## config.mk

```make
export PLATFORM = sky130hd
export DESIGN_NAME = ffha_controller
export DESIGN_NICKNAME = d
export VERILOG_FILES = /design/src/hdl/ffha_pkg.sv /design/src/hdl/ffha_controller.sv
export SDC_FILE = /design/constraint.sdc
export NUM_CORES = 1
export LEC_CHECK = 0
export BUFFER_PORTS_ARGS = -buffer_cell sky130_fd_sc_hd__clkbuf_2
export CAP_MARGIN = 20
export CORE_MARGIN = 3
export CORE_UTILIZATION = 40
export CTS_CLUSTER_DIAMETER = 120
export DETAILED_ROUTE_END_ITERATION = 7
export PLACE_DENSITY = 0.64
export SYNTH_ARGS = -nofsm -noshare
export SYNTH_HDL_FRONTEND = slang
export SYNTH_SLANG_ARGS = --single-unit
```

## constraint.sdc

```tcl
create_clock -name clock -period 2.2 [get_ports clock]
set_input_delay 0.33 -clock clock [delete_from_list [all_inputs] [get_ports clock]]
set_output_delay 0.33 -clock clock [all_outputs]
set_load 0.005 [all_outputs]
```

## src/hdl/ffha_pkg.sv

```systemverilog
// Shared types and constants of the first-fit heap allocator.
// Item structs, status codes, controller commands and state encoding.
// No dependencies.
package ffha_pkg;

   localparam int HEAP_BYTES_DEFAULT   = 4096;
   localparam int HEADER_BYTES_DEFAULT = 32;
   localparam int GRANULE_BYTES        = 8;

   localparam logic REQ_ALLOCATE = 1'b0;
   localparam logic REQ_FREE     = 1'b1;

   typedef enum logic [1:0] {
      ST_ALLOCATED = 2'd0,
      ST_NO_MEMORY = 2'd1,
      ST_FREED     = 2'd2,
      ST_BAD_ADDR  = 2'd3
   } status_code_type;

   typedef struct packed {
      logic        req_type;
      logic [11:0] req_size;
      logic [11:0] req_addr;
   } req_item_type;

   typedef struct packed {
      logic [1:0]  status;
      logic [11:0] payload_offset;
   } rsp_item_type;

   typedef enum logic [4:0] {
      OP_NONE, OP_CLR, OP_INIT0, OP_LOAD, OP_RD_G, OP_CAP_G, OP_STEP,
      OP_SPLIT, OP_TAKE, OP_WR_G, OP_RD_X, OP_CAP_X, OP_FIX, OP_FSET,
      OP_MERGE_N, OP_NFIX, OP_LDPV, OP_MERGE_P, OP_NOFIX, OP_RESP
   } dp_op_type;

   typedef struct packed {
      dp_op_type       op;
      status_code_type code;
   } dp_cmd_type;

   typedef struct packed {
      logic kind_free;
      logic bad;
      logic g_start;
      logic g_fit;
      logic g_split;
      logic next_ok;
      logic x_ok;
      logic x_start;
      logic x_free;
      logic prev_ok;
      logic clr_last;
   } dp_status_type;

   typedef enum logic [4:0] {
      S_CLR, S_INIT, S_IDLE, S_RDG, S_CAPG, S_CHK, S_SPLIT, S_TAKE, S_WG,
      S_FXRD, S_FXCAP, S_FXCHK, S_FSET, S_NRD, S_NCAP, S_NCHK, S_MRGN,
      S_NFIX, S_PV, S_PRD, S_PCAP, S_PCHK, S_MRGP, S_NOFIX,
      S_RALLOC, S_ROOM, S_RFREE, S_RBAD
   } ctrl_state_type;

endpackage

```

## src/hdl/ffha_controller.sv

```systemverilog
// Sequencer of the heap allocator: table clearing, first-fit walk,
// split, and free with coalescing. Depends on ffha_pkg.
module ffha_controller (
   input  logic                    clock,
   input  logic                    reset,
   input  logic                    start,
   input  ffha_pkg::dp_status_type st,
   output ffha_pkg::dp_cmd_type    cmd,
   output logic                    busy
);
   import ffha_pkg::*;

   ctrl_state_type state_ff, state_in, ret_ff, ret_in;

   always_ff @(posedge clock) begin
      if (reset) begin
         state_ff <= S_CLR;
         ret_ff   <= S_IDLE;
      end else begin
         state_ff <= state_in;
         ret_ff   <= ret_in;
      end
   end

   always_comb begin
      state_in = state_ff;
      ret_in   = ret_ff;
      case (state_ff)
         S_CLR:   if (st.clr_last) state_in = S_INIT;
         S_INIT:  state_in = S_IDLE;
         S_IDLE:  if (start) state_in = S_RDG;
         S_RDG:   state_in = S_CAPG;
         S_CAPG:  state_in = S_CHK;
         S_CHK: begin
            if (st.kind_free) begin
               state_in = (st.bad || !st.g_start) ? S_RBAD : S_FSET;
            end else if (!st.g_start) begin
               state_in = S_ROOM;
            end else if (st.g_fit) begin
               state_in = st.g_split ? S_SPLIT : S_TAKE;
            end else begin
               state_in = st.next_ok ? S_RDG : S_ROOM;
            end
         end
         S_SPLIT, S_TAKE, S_MRGP, S_NOFIX: state_in = S_WG;
         S_WG: begin
            state_in = S_FXRD;
            ret_in   = st.kind_free ? S_RFREE : S_RALLOC;
         end
         S_FXRD:  state_in = st.x_ok ? S_FXCAP : ret_ff;
         S_FXCAP: state_in = S_FXCHK;
         S_FXCHK: state_in = ret_ff;
         S_FSET:  state_in = S_NRD;
         S_NRD:   state_in = st.x_ok ? S_NCAP : S_PV;
         S_NCAP:  state_in = S_NCHK;
         S_NCHK:  state_in = (st.x_start && st.x_free) ? S_MRGN : S_PV;
         S_MRGN:  state_in = S_NFIX;
         S_NFIX: begin
            state_in = S_FXRD;
            ret_in   = S_PV;
         end
         S_PV:    state_in = st.prev_ok ? S_PRD : S_NOFIX;
         S_PRD:   state_in = S_PCAP;
         S_PCAP:  state_in = S_PCHK;
         S_PCHK:  state_in = (st.x_start && st.x_free) ? S_MRGP : S_NOFIX;
         S_RALLOC, S_ROOM, S_RFREE, S_RBAD: state_in = S_IDLE;
         default: state_in = S_IDLE;
      endcase
   end

   always_comb begin
      cmd.op   = OP_NONE;
      cmd.code = ST_ALLOCATED;
      busy     = (state_ff != S_IDLE);
      case (state_ff)
         S_CLR:   cmd.op = OP_CLR;
         S_INIT:  cmd.op = OP_INIT0;
         S_IDLE:  if (start) cmd.op = OP_LOAD;
         S_RDG:   cmd.op = OP_RD_G;
         S_CAPG:  cmd.op = OP_CAP_G;
         S_CHK: begin
            if (!st.kind_free && st.g_start && !st.g_fit && st.next_ok) begin
               cmd.op = OP_STEP;
            end
         end
         S_SPLIT: cmd.op = OP_SPLIT;
         S_TAKE:  cmd.op = OP_TAKE;
         S_WG:    cmd.op = OP_WR_G;
         S_FXRD, S_NRD: if (st.x_ok) cmd.op = OP_RD_X;
         S_PRD:   cmd.op = OP_RD_X;
         S_FXCAP, S_NCAP, S_PCAP: cmd.op = OP_CAP_X;
         S_FXCHK: if (st.x_start) cmd.op = OP_FIX;
         S_FSET:  cmd.op = OP_FSET;
         S_MRGN:  cmd.op = OP_MERGE_N;
         S_NFIX:  cmd.op = OP_NFIX;
         S_PV:    if (st.prev_ok) cmd.op = OP_LDPV;
         S_MRGP:  cmd.op = OP_MERGE_P;
         S_NOFIX: cmd.op = OP_NOFIX;
         S_RALLOC: begin
            cmd.op   = OP_RESP;
            cmd.code = ST_ALLOCATED;
         end
         S_ROOM: begin
            cmd.op   = OP_RESP;
            cmd.code = ST_NO_MEMORY;
         end
         S_RFREE: begin
            cmd.op   = OP_RESP;
            cmd.code = ST_FREED;
         end
         S_RBAD: begin
            cmd.op   = OP_RESP;
            cmd.code = ST_BAD_ADDR;
         end
         default: ;
      endcase
   end
endmodule

```

==> impl_results.md, run 1 <==
* # rows at 16
* Hold Slack at 0.3758 ns
* Multi-input gate area at 671.9 um2
* CP endpoint kind: primary output
* Setup TNS at 0 ns
* Post-route cell area at 0.001126 mm2
* First DRT Iteration DRCs at 65
* Antenna violations before repair at 0
* Kind of critical path: reg -> out
* Final GP Congestion at 0.8877
* Vias in the first global route at 1104
* Post-Layout Cell Count at 190
* RSZ-0062 raised after global routing: false
* R2R setup slack at 0.55 ns
* Crit path launch: state_ff[3]
* #FFs+latches synth at 8
* Nets at 179
* Sequential Area at 167.7 um2
* Hold Crit Class: in -> reg
* Yosys cell types at 49
* Routed vias at 1156
* Crit path max fanout at 11
* Io pins at 22
* Cells after DPL at 186
* Share of the synthesized area in the top cell type at 17.68%
* Final-report max-slew violation count at 0
* EDFF count, synth at 0
* CP Capture Point: cmd[3]
* Power Dens Cells at 834.8 mW/mm2
* Maximum clock rate at 470.1 MHz
* Filler Cells Inserted at 212
* Largest net degree at the start of global routing at 19
* CP Data Required Time at 1.87 ns
* Grt ovf at 0
* DIE AREA at 0.002872 mm2
* CTS Buf Count at 3
* Clock tree buffer depth at 2
* Chip width at 53.59 um
* Sequential share of the synthesized area at 17.68%
* Routed Antenna Nets at 0
* First-pass GRT wire length at 4692 um
* Residual DRC count at 0
* FF-to-FF End: state_ff[4]
* Reg2reg path depth at 5
* Top_reg_cell synth: dfxtp_1
* Clk root buf: clkbuf_4
* Initial DRT Pass Iterations at 5
* Core area at 0.002042 mm2
* CTS tree: yes
* Final setup vio count at 0
* Fin. Hold Viols at 0
* Leakage power at 0.0004802 uW
* Routed len/inst at 14.31 um
* ANT cells at 0
* FF-to-FF Start: state_ff[0]
* Max Cap Violations at 0
* Status: finished clean
* Post-Syn Nets at 152
* Synth area leaders: dfxtp_1 18%, nand2_1 7.9%, o21ai_0 6.6%
* Die Y at 53.59 um
* Syn Inst Count at 138
* Period minus WS final at 2.127 ns
* Setup crit start kind: flop
* Asr flop ratio synth at 0%
* Layout cells sized above 1 at 28.83%
* Worst-path clk slew at 0.05 ns
* Clock Latency Late Sink at 0.25 ns
* Rel. slew slack at 69.45%
* Port bufs at 21
* Clock sink count at 8
* Arrival @ worst endpoint at 1.80 ns
* Initial core utilization at 44.36%
* Setup Skew at 0.0004505 ns
* Gr usage total at 21.64%
* Syn avg cell area at 6.564 um2
* Ys Warns at 0
* Layout area overhead at 24.31%
* Post-route clock period utilization at 96.70%
* Worst Tran Pin Value at 0.4574 ns
* Final wirelength at 2718 um
* Vias/cell at 6.084
* Post-layout util at 55.15%
* VDD IR max at 0.0004372 V
* Dpl hpwl at 2092 um
* Dominant cell type by area after synthesis: dfxtp_1
* CTS H-tree depth at 1
* Mapped Area at 905.9 um2
* Placed cell area at 0.001082 mm2
[area by class of cell]
class                   count  share of cell area (%)
flip-flops and latches      8                   14.89
clock buffers               3                   2.000
multi-input cells         113                   59.67
inverters                   7                   2.333
repair buffers             32                   18.11
well taps                  27                   3.000
[worst min-delay path by stage]
stage	startpoint	end	depth (start not counted)
after floorplan	ret_ff[4]	ret_ff[4]	2
after global placement	ret_ff[4]	ret_ff[4]	2
after detailed placement	ret_ff[4]	ret_ff[4]	2
after CTS	reset	ret_ff[3]	2
after global routing	reset	state_ff[3]	2
final	reset	state_ff[4]	2
[cells in the final DEF (no fill, tap or decap), types with 4 or more instances in the layout]
cell,count
clkbuf_2,21
nand2_1,19
nor2_1,13
o21ai_0,12
buf_4,9
a21oi_1,8
a31oi_1,5
inv_1,4
nand2b_1,4
nand3_1,4
dfxtp_1,4
[kinds of logic (layout without fill, tap and decap cells)]
logic type                Yosys count  after routing  share of synthesized area, %
and+or+nand+nor                    60             60                         33.98
AOI/OAI and AO/OA                  50             50                         36.74
buffers and inverters              17             42                         8.425
DFF                                 8              8                         17.68
muxes                               2              2                         2.210
xor gates and xnor gates            1              1                        0.9670
[Yosys cell counts (3+ instances only)]
master and instances:
a21oi_1 8, a31oi_1 5, buf_2 4, clkbuf_1 3, dfxtp_1 8, inv_1 4
nand2_1 19, nand2b_1 4, nand3_1 4, nor2_1 13, nor2b_1 3, o21ai_0 12
o31ai_1 3
[report_power, final]
group	internal, uW	switching [uW]	total (uW)
combinational	259	325	584
sequential	180	65.4	245
clock	62.3	48.8	111
[worst max-delay path: stages, from the launching register on]
cell      delay [ns]
dfxtp_4         0.38
nor2b_2         0.19
nand3_2         0.11
o21ai_1         0.07
a22o_1          0.17
or4b_1          0.51
clkbuf_2        0.13
[stage by stage]
stage,power [uW],setup WS [ns]
2_1_floorplan,602.1,0.4834
3_3_place_gp,815.3,0.2835
3_5_place_dp,810.4,0.2683
4_1_cts,922.8,0.004350
5_1_grt,1015,0.008855
6_report,940.1,0.07270
[registers in the layout (all words and copies together), names as in the netlist]
signal and cells:
ret_ff 3, state_ff 5
[timing repair]
action,4_1_cts,5_1_grt
setup endpoints to repair,0,4
resized for setup,0,8
setup buffers,0,1
hold endpoints to repair,0,0
hold buffers,0,0
[per-layer routing]
metal / vias to the layer above / track usage (%) / share of wire [%]
met5: - / 0 / 0
met3: 4 / 4.709 / 8.2
met2: 60 / 34.90 / 46
li1: 565 / - / -
met1: 527 / 28.71 / 45
met4: 0 / 6.383 / 0.81
Power figures use the tool's default switching activity.
==> run 2: changes to the inputs <==
--- a/config.mk
+++ b/config.mk
@@ -8,10 +8,10 @@
 export BUFFER_PORTS_ARGS = -buffer_cell sky130_fd_sc_hd__clkbuf_2
 export CAP_MARGIN = 20
 export CORE_MARGIN = 3
-export CORE_UTILIZATION = 40
+export CORE_UTILIZATION = 47
 export CTS_CLUSTER_DIAMETER = 120
 export DETAILED_ROUTE_END_ITERATION = 7
-export PLACE_DENSITY = 0.64
+export PLACE_DENSITY = 0.75
 export SYNTH_ARGS = -nofsm -noshare
 export SYNTH_HDL_FRONTEND = slang
 export SYNTH_SLANG_ARGS = --single-unit
==> constraint.sdc (replaced) <==
create_clock -name clock -period 1.8 [get_ports clock]
set_input_delay 0.27 -clock clock [delete_from_list [all_inputs] [get_ports clock]]
set_output_delay 0.27 -clock clock [all_outputs]
set_load 0.005 [all_outputs]
==> run 2 against run 1 <==
  * The run now ends with negative setup slack left
  * Total power grew 43%
  * Non-clock buffer count rose by 18
  * Final area increased by 18%
  * Clock skew up 0.0042 ns
  * Sequential cell count unchanged
  * Die area decreased by 13%
  * Critical path type unchanged
==> impl_results.md, run 2 (same netlist as run 1, synthesis figures left out) <==
* Residual DRC count at 0 (unchanged)
* First-pass GRT wire length at 5057 um (was 4692 um)
* ANT cells at 0 (unchanged)
* Max Cap Violations at 0 (unchanged)
* Setup Skew at 0.004653 ns (was 0.0004505 ns)
* Io pins at 22 (unchanged)
* Hold Slack at 0.2893 ns (was 0.3758 ns)
* Max reg flops at 5 (unchanged)
* Worst slack, placed at -0.01189 ns (was 0.2683 ns)
* CTS tree: yes (unchanged)
* CTS H-tree depth at 1 (unchanged)
* Routed len/inst at 15.88 um (was 14.31 um)
* CTS Buf Count at 3 (unchanged)
* Status: finished, violations left (was finished clean)
* Final GP Congestion at 0.9819 (was 0.8877)
* Die Y at 49.90 um (was 53.59 um)
* Arrival @ worst endpoint at 1.71 ns (was 1.80 ns)
* Post-route clock period utilization at 110.2%
* Kind of critical path: reg -> out (unchanged)
* CP endpoint kind: primary output (unchanged)
* CP Data Required Time at 1.53 ns (was 1.87 ns)
* Final setup margin at -0.1841 ns (was 0.07270 ns)
* Clock Latency Late Sink at 0.26 ns (was 0.25 ns)
* Grt ovf at 0 (unchanged)
* Worst Tran Pin Value at 0.3914 ns (was 0.4574 ns)
* Hold Crit Class: in -> reg (unchanged)
* Maximum clock rate at 504.0 MHz
* Crit path max fanout at 5 (was 11)
* Failing checks: negative setup slack
* Routed Antenna Nets at 0 (unchanged)
* Port bufs at 21 (unchanged)
* Period minus WS final at 1.984 ns
* Largest net degree at the start of global routing at 12 (was 19)
* RSZ-0062 raised after global routing: true (was false)
* Largest regs: state_ff x5, ret_ff x3 (unchanged)
* Initial core utilization at 51.35% (was 44.36%)
* Clk root buf: clkbuf_4 (unchanged)
* Routed vias at 1255 (was 1156)
* Gr usage total at 26.37% (was 21.64%)
* Antenna violations before repair at 0 (unchanged)
* # rows at 15 (was 16)
* Leakage power at 0.0005829 uW (was 0.0004802 uW)
* Most flops, register: state_ff (unchanged)
* Layout area overhead at 46.13% (was 24.31%)
* Commonest non-fill, non-tap cell in the layout: buf_4 (was clkbuf_2)
* Commonest non-fill, non-tap cells in the layout: 24 x buf_4, 18 x nand2_1, 18 x clkbuf_2 (was 21 x clkbuf_2, 19 x nand2_1, 13 x nor2_1)
* Rel. slew slack at 73.85% (was 69.45%)
* Core area at 0.001764 mm2 (was 0.002042 mm2)
* Layout cells sized above 1 at 40.88% (was 28.83%)
* Post-CTS Hold Buffers at 0 (unchanged)
* DIE AREA at 0.002490 mm2 (was 0.002872 mm2)
* Fin. Hold Viols at 0 (unchanged)
* Worst-path clk slew at 0.06 ns (was 0.05 ns)
* Nets at 197 (was 179)
* Vias/cell at 6.092 (was 6.084)
* Final wirelength at 3271 um (was 2718 um)
* Clock tree buffer depth at 2 (unchanged)
* Clock sink count at 8 (unchanged)
* Power Dens Cells at 1016 mW/mm2 (was 834.8 mW/mm2)
* Dpl hpwl at 2228 um (was 2092 um)
* Chip width at 49.90 um (was 53.59 um)
* Setup crit start kind: flop (unchanged)
* Vias in the first global route at 1143 (was 1104)
* Final-report max-slew violation count at 0 (unchanged)
* First DRT Iteration DRCs at 74 (was 65)
* Final setup vio count at 4 (was 0)
* VDD IR max at 0.0005510 V (was 0.0004372 V)
* Initial DRT Pass Iterations at 5 (unchanged)
-- run 2: worst max-delay path: stages, from the launching register on --
cell	delay, ns
dfxtp_4	0.37
buf_6	0.10
nand3b_1	0.16
nor2_2	0.07
a21oi_2	0.10
nor2_1	0.05
or4b_1	0.48
clkbuf_2	0.12
-- run 2: final cells by class --
type / instances / area, um2
Multi-Input combinational cell: 113 / 715.7
Fill cell: 157 / 440.4
Clock buffer: 3 / 22.52
Tap cell: 25 / 31.28
Sequential cell: 8 / 178.9
Inverter: 7 / 33.78
Timing Repair Buffer: 50 / 341.6
-- run 2: stage by stage --
stage                     power [uW]  util, %  area, um2  cells  setup TNS, ns
final                           1345    75.04       1324    206        -0.3063
after global routing            1444    75.04       1324    206        -0.6598
after CTS                       1263    71.70       1265    204        -0.1610
after detailed placement        1042    65.18       1150    195       -0.01189
after global placement          1030    65.18       1150    195              0
after floorplan                735.9        -      905.9    138              0
-- run 2: layer usage --
metal / up-vias / part of all wire, % / wire length, um / global-route usage [%]
met5: - / 0 / 0 / 0
met3: 17 / 8.3 / 271 / 4.532
met1: 561 / 39 / 1261 / 32.97
met2: 73 / 49 / 1615 / 45.37
met4: 0 / 3.8 / 123 / 8.295
li1: 604 / - / - / -
-- run 2: path summary, 6_finish.rpt --
| path | startpoint | end | slack (ns) | cells past startpoint |
|---|---|---|---|---|
| min | reset | state_ff[3] | 0.29 | 2 |
| max reg2reg | state_ff[1] | state_ff[4] | 0.13 | 7 |
| max | state_ff[3] | cmd[3] | -0.18 | 7 |
| min reg2reg | ret_ff[4] | ret_ff[4] | 0.47 | 2 |
-- run 2: power by group --
| part | switching, uW | internal [uW] | leakage, uW |
|---|---|---|---|
| logic | 504 | 422 | 0.000500 |
| clock network | 62.3 | 76.4 | 0.0000138 |
| registers | 52.1 | 227 | 0.0000687 |
| total | 619 | 726 | 0.000583 |
-- run 2: timing repair --
item,in CTS,in global routing
endpoints found under the setup margin,5,5
pin swaps,4,9
gates cloned,0,0
gates resized for setup,18,17
buffers inserted,6,3
==> run 3: changes to the inputs <==
--- a/config.mk
+++ b/config.mk
@@ -15,3 +15,4 @@
 export SYNTH_ARGS = -nofsm -noshare
 export SYNTH_HDL_FRONTEND = slang
 export SYNTH_SLANG_ARGS = --single-unit
+export TNS_END_PERCENT = 50
==> run 3 against run 2 <==
  * The flow still finishes with violations (negative setup slack)
  * Sequential power about the same
  * Sequential cell count unchanged
  * Critical path depth unchanged
  * Core utilization decreased by 0.14 points
  * Combinational power about the same
  * Die area unchanged
  * Final area decreased by 0.19%
  * Clock power about the same
  * Largest power group unchanged
  * Via count increased by 0.80%
  * Non-clock buffer count unchanged
  * Maximum frequency increased by 0.18%
  * First-iteration DRC count decreased by 20%
  * Critical path type unchanged
==> impl_results.md, run 3 (same netlist as run 1, synthesis figures left out) <==
* Crit-path max cell delay at 0.48 ns (about the same)
* Chip width at 49.90 um (unchanged)
* Largest regs: state_ff x5, ret_ff x3 (unchanged)
* Largest net degree at the start of global routing at 12 (unchanged)
* Initial DRT Pass Iterations at 4 (was 5)
* VDD IR max at 0.0005477 V (was 0.0005510 V)
* Fin. Hold Viols at 0 (unchanged)
* Grt ovf at 0 (unchanged)
* Gr usage total at 26.37% (unchanged)
* DIE AREA at 0.002490 mm2 (unchanged)
* Initial core utilization at 51.35% (unchanged)
* Vias in the first global route at 1143 (unchanged)
* Final wirelength at 3285 um (was 3271 um)
* Clock tree buffer depth at 2 (unchanged)
* Clock sink count at 8 (unchanged)
* Setup TNS at -0.2955 ns (was -0.3063 ns)
* Hold Crit Class: in -> reg (unchanged)
* Commonest non-fill, non-tap cells in the layout: 24 x buf_4, 19 x clkbuf_2, 18 x nand2_1 (was 24 x buf_4, 18 x nand2_1, 18 x clkbuf_2)
* Worst Tran Pin Value at 0.3884 ns (was 0.3914 ns)
* Power Dens Cells at 1014 mW/mm2 (was 1016 mW/mm2)
* Status: finished, violations left (unchanged)
* Layout area overhead at 45.86% (was 46.13%)
* Core area at 0.001764 mm2 (unchanged)
* Setup crit start kind: flop (unchanged)
* Post-route cell area at 0.001321 mm2 (was 0.001324 mm2)
* Routed len/inst at 15.95 um (was 15.88 um)
* Nets at 197 (unchanged)
* Post-layout util at 74.89% (was 75.04%)
* # rows at 15 (unchanged)
* Crit-path slowest cell: or4b_1 (unchanged)
* Final setup margin at -0.1805 ns (was -0.1841 ns)
* CTS H-tree depth at 1 (unchanged)
* First-pass GRT wire length at 5057 um (unchanged)
* CP endpoint kind: primary output (unchanged)
* Layout cells sized above 1 at 40.88% (unchanged)
* Cells along the critical path: buf_6 > nand3b_1 > nor2_2 > a21oi_2 > nor2_1 > or4b_1 > clkbuf_2 (unchanged)
* Port bufs at 21 (unchanged)
* Setup Skew at 0.003399 ns (was 0.004653 ns)
* CTS tree: yes (unchanged)
* CTS Buf Count at 3 (unchanged)
* Final setup vio count at 4 (unchanged)
* Period minus WS final at 1.980 ns (was 1.984 ns)
* Dpl hpwl at 2228 um (unchanged)
* Crit path max fanout at 5 (unchanged)
* Io pins at 22 (unchanged)
* Antenna violations before repair at 0 (unchanged)
* ANT cells at 0 (unchanged)
* Max reg flops at 5 (unchanged)
* Arrival @ worst endpoint at 1.71 ns (about the same)
* Commonest non-fill, non-tap cell in the layout: buf_4 (unchanged)
* Routed vias at 1265 (was 1255)
* Leakage power at 0.0005835 uW (was 0.0005829 uW)
* Failing checks: negative setup slack (unchanged)
* Final GP Congestion at 0.9819 (unchanged)
* Placed cell area at 0.001150 mm2 (unchanged)
* Clk root buf: clkbuf_4 (unchanged)
* Rel. slew slack at 74.05% (was 73.85%)
* RSZ-0062 raised after global routing: true (unchanged)
* First DRT Iteration DRCs at 59 (was 74)
* CP Data Required Time at 1.53 ns (about the same)
* Clock Latency Late Sink at 0.25 ns (was 0.26 ns)
* Worst-path clk slew at 0.05 ns (was 0.06 ns)
* Maximum clock rate at 504.9 MHz (was 504.0 MHz)
* Kind of critical path: reg -> out (unchanged)
* Final-report max-slew violation count at 0 (unchanged)
* Most flops, register: state_ff (unchanged)
* Post-route clock period utilization at 110.0% (was 110.2%)
* Routed Antenna Nets at 0 (unchanged)
* Die Y at 49.90 um (unchanged)
* Max Cap Violations at 0 (unchanged)
* Vias/cell at 6.141 (was 6.092)
* Residual DRC count at 0 (unchanged)
## run 3: cell types whose count changed in the layout (fill, tap and decap cells not counted)
| cell | before | now |
|---|---|---|
| buf_2 | 3 | 2 |
| o21ai_1 | 2 | 1 |
| o21ai_0 | 9 | 10 |
| dfxtp_2 | 0 | 1 |
| clkbuf_2 | 18 | 19 |
| dfxtp_4 | 5 | 4 |
## run 3: where the power goes
group | switching, uW | internal, uW
logic | 504 | 421
registers | 51.4 | 227
clock network | 59.8 | 76.2
## run 3: through the flow
step / cells / power [uW] / worst slack (ns) / hold slack [ns]
5_1_grt: 206 / 1441 / -0.2476 / 0.2887
4_1_cts: 204 / 1263 / -0.1327 / 0.2854
3_3_place_gp: 195 / 1030 / 0.05049 / 0.4480
2_1_floorplan: 138 / 735.9 / 0.1434 / 0.4028
6_report: 206 / 1340 / -0.1805 / 0.2953
3_5_place_dp: 195 / 1042 / -0.01189 / 0.4582
## run 3: cell type report
type	count	area, um2
Multi-Input combinational cell	113	715.7
Inverter	7	33.78
Tap cell	25	31.28
Fill cell	157	442.9
Timing Repair Buffer	50	341.6
Clock buffer	3	22.52
Sequential cell	8	176.4
## run 3: critical path, delay by kind of cell, from the launching register on
kind,cells,cell delay (ns)
AND/OR/NAND/NOR,4,0.76
flip-flops,1,0.37
buffers and inverters,2,0.22
AO/OA/AOI/OAI,1,0.10
## run 3: repair_timing
item | 4_1_cts | 5_1_grt
resized for setup | 18 | 14
pin swaps | 4 | 8
gates cloned | 0 | 0
endpoints found under the setup margin | 5 | 5
hold buffers | 0 | 0
buffers inserted | 6 | 3
## run 3: worst paths after layout
kind / from / to / slack (ns) / cells past startpoint
worst max-delay path: state_ff[3] / cmd[3] / -0.18 / 7
worst min-delay path: reset / state_ff[3] / 0.30 / 2
worst max register to register: state_ff[1] / state_ff[4] / 0.14 / 7
worst min register to register: ret_ff[4] / ret_ff[4] / 0.47 / 2
## run 3: layer usage
metal	up-vias	global-route usage (%)	part of all wire, %
li1	604	-	-
met4	0	8.295	3.1
met1	567	32.97	38
met5	-	0	0
met3	12	4.532	8.9
met2	82	45.37	50
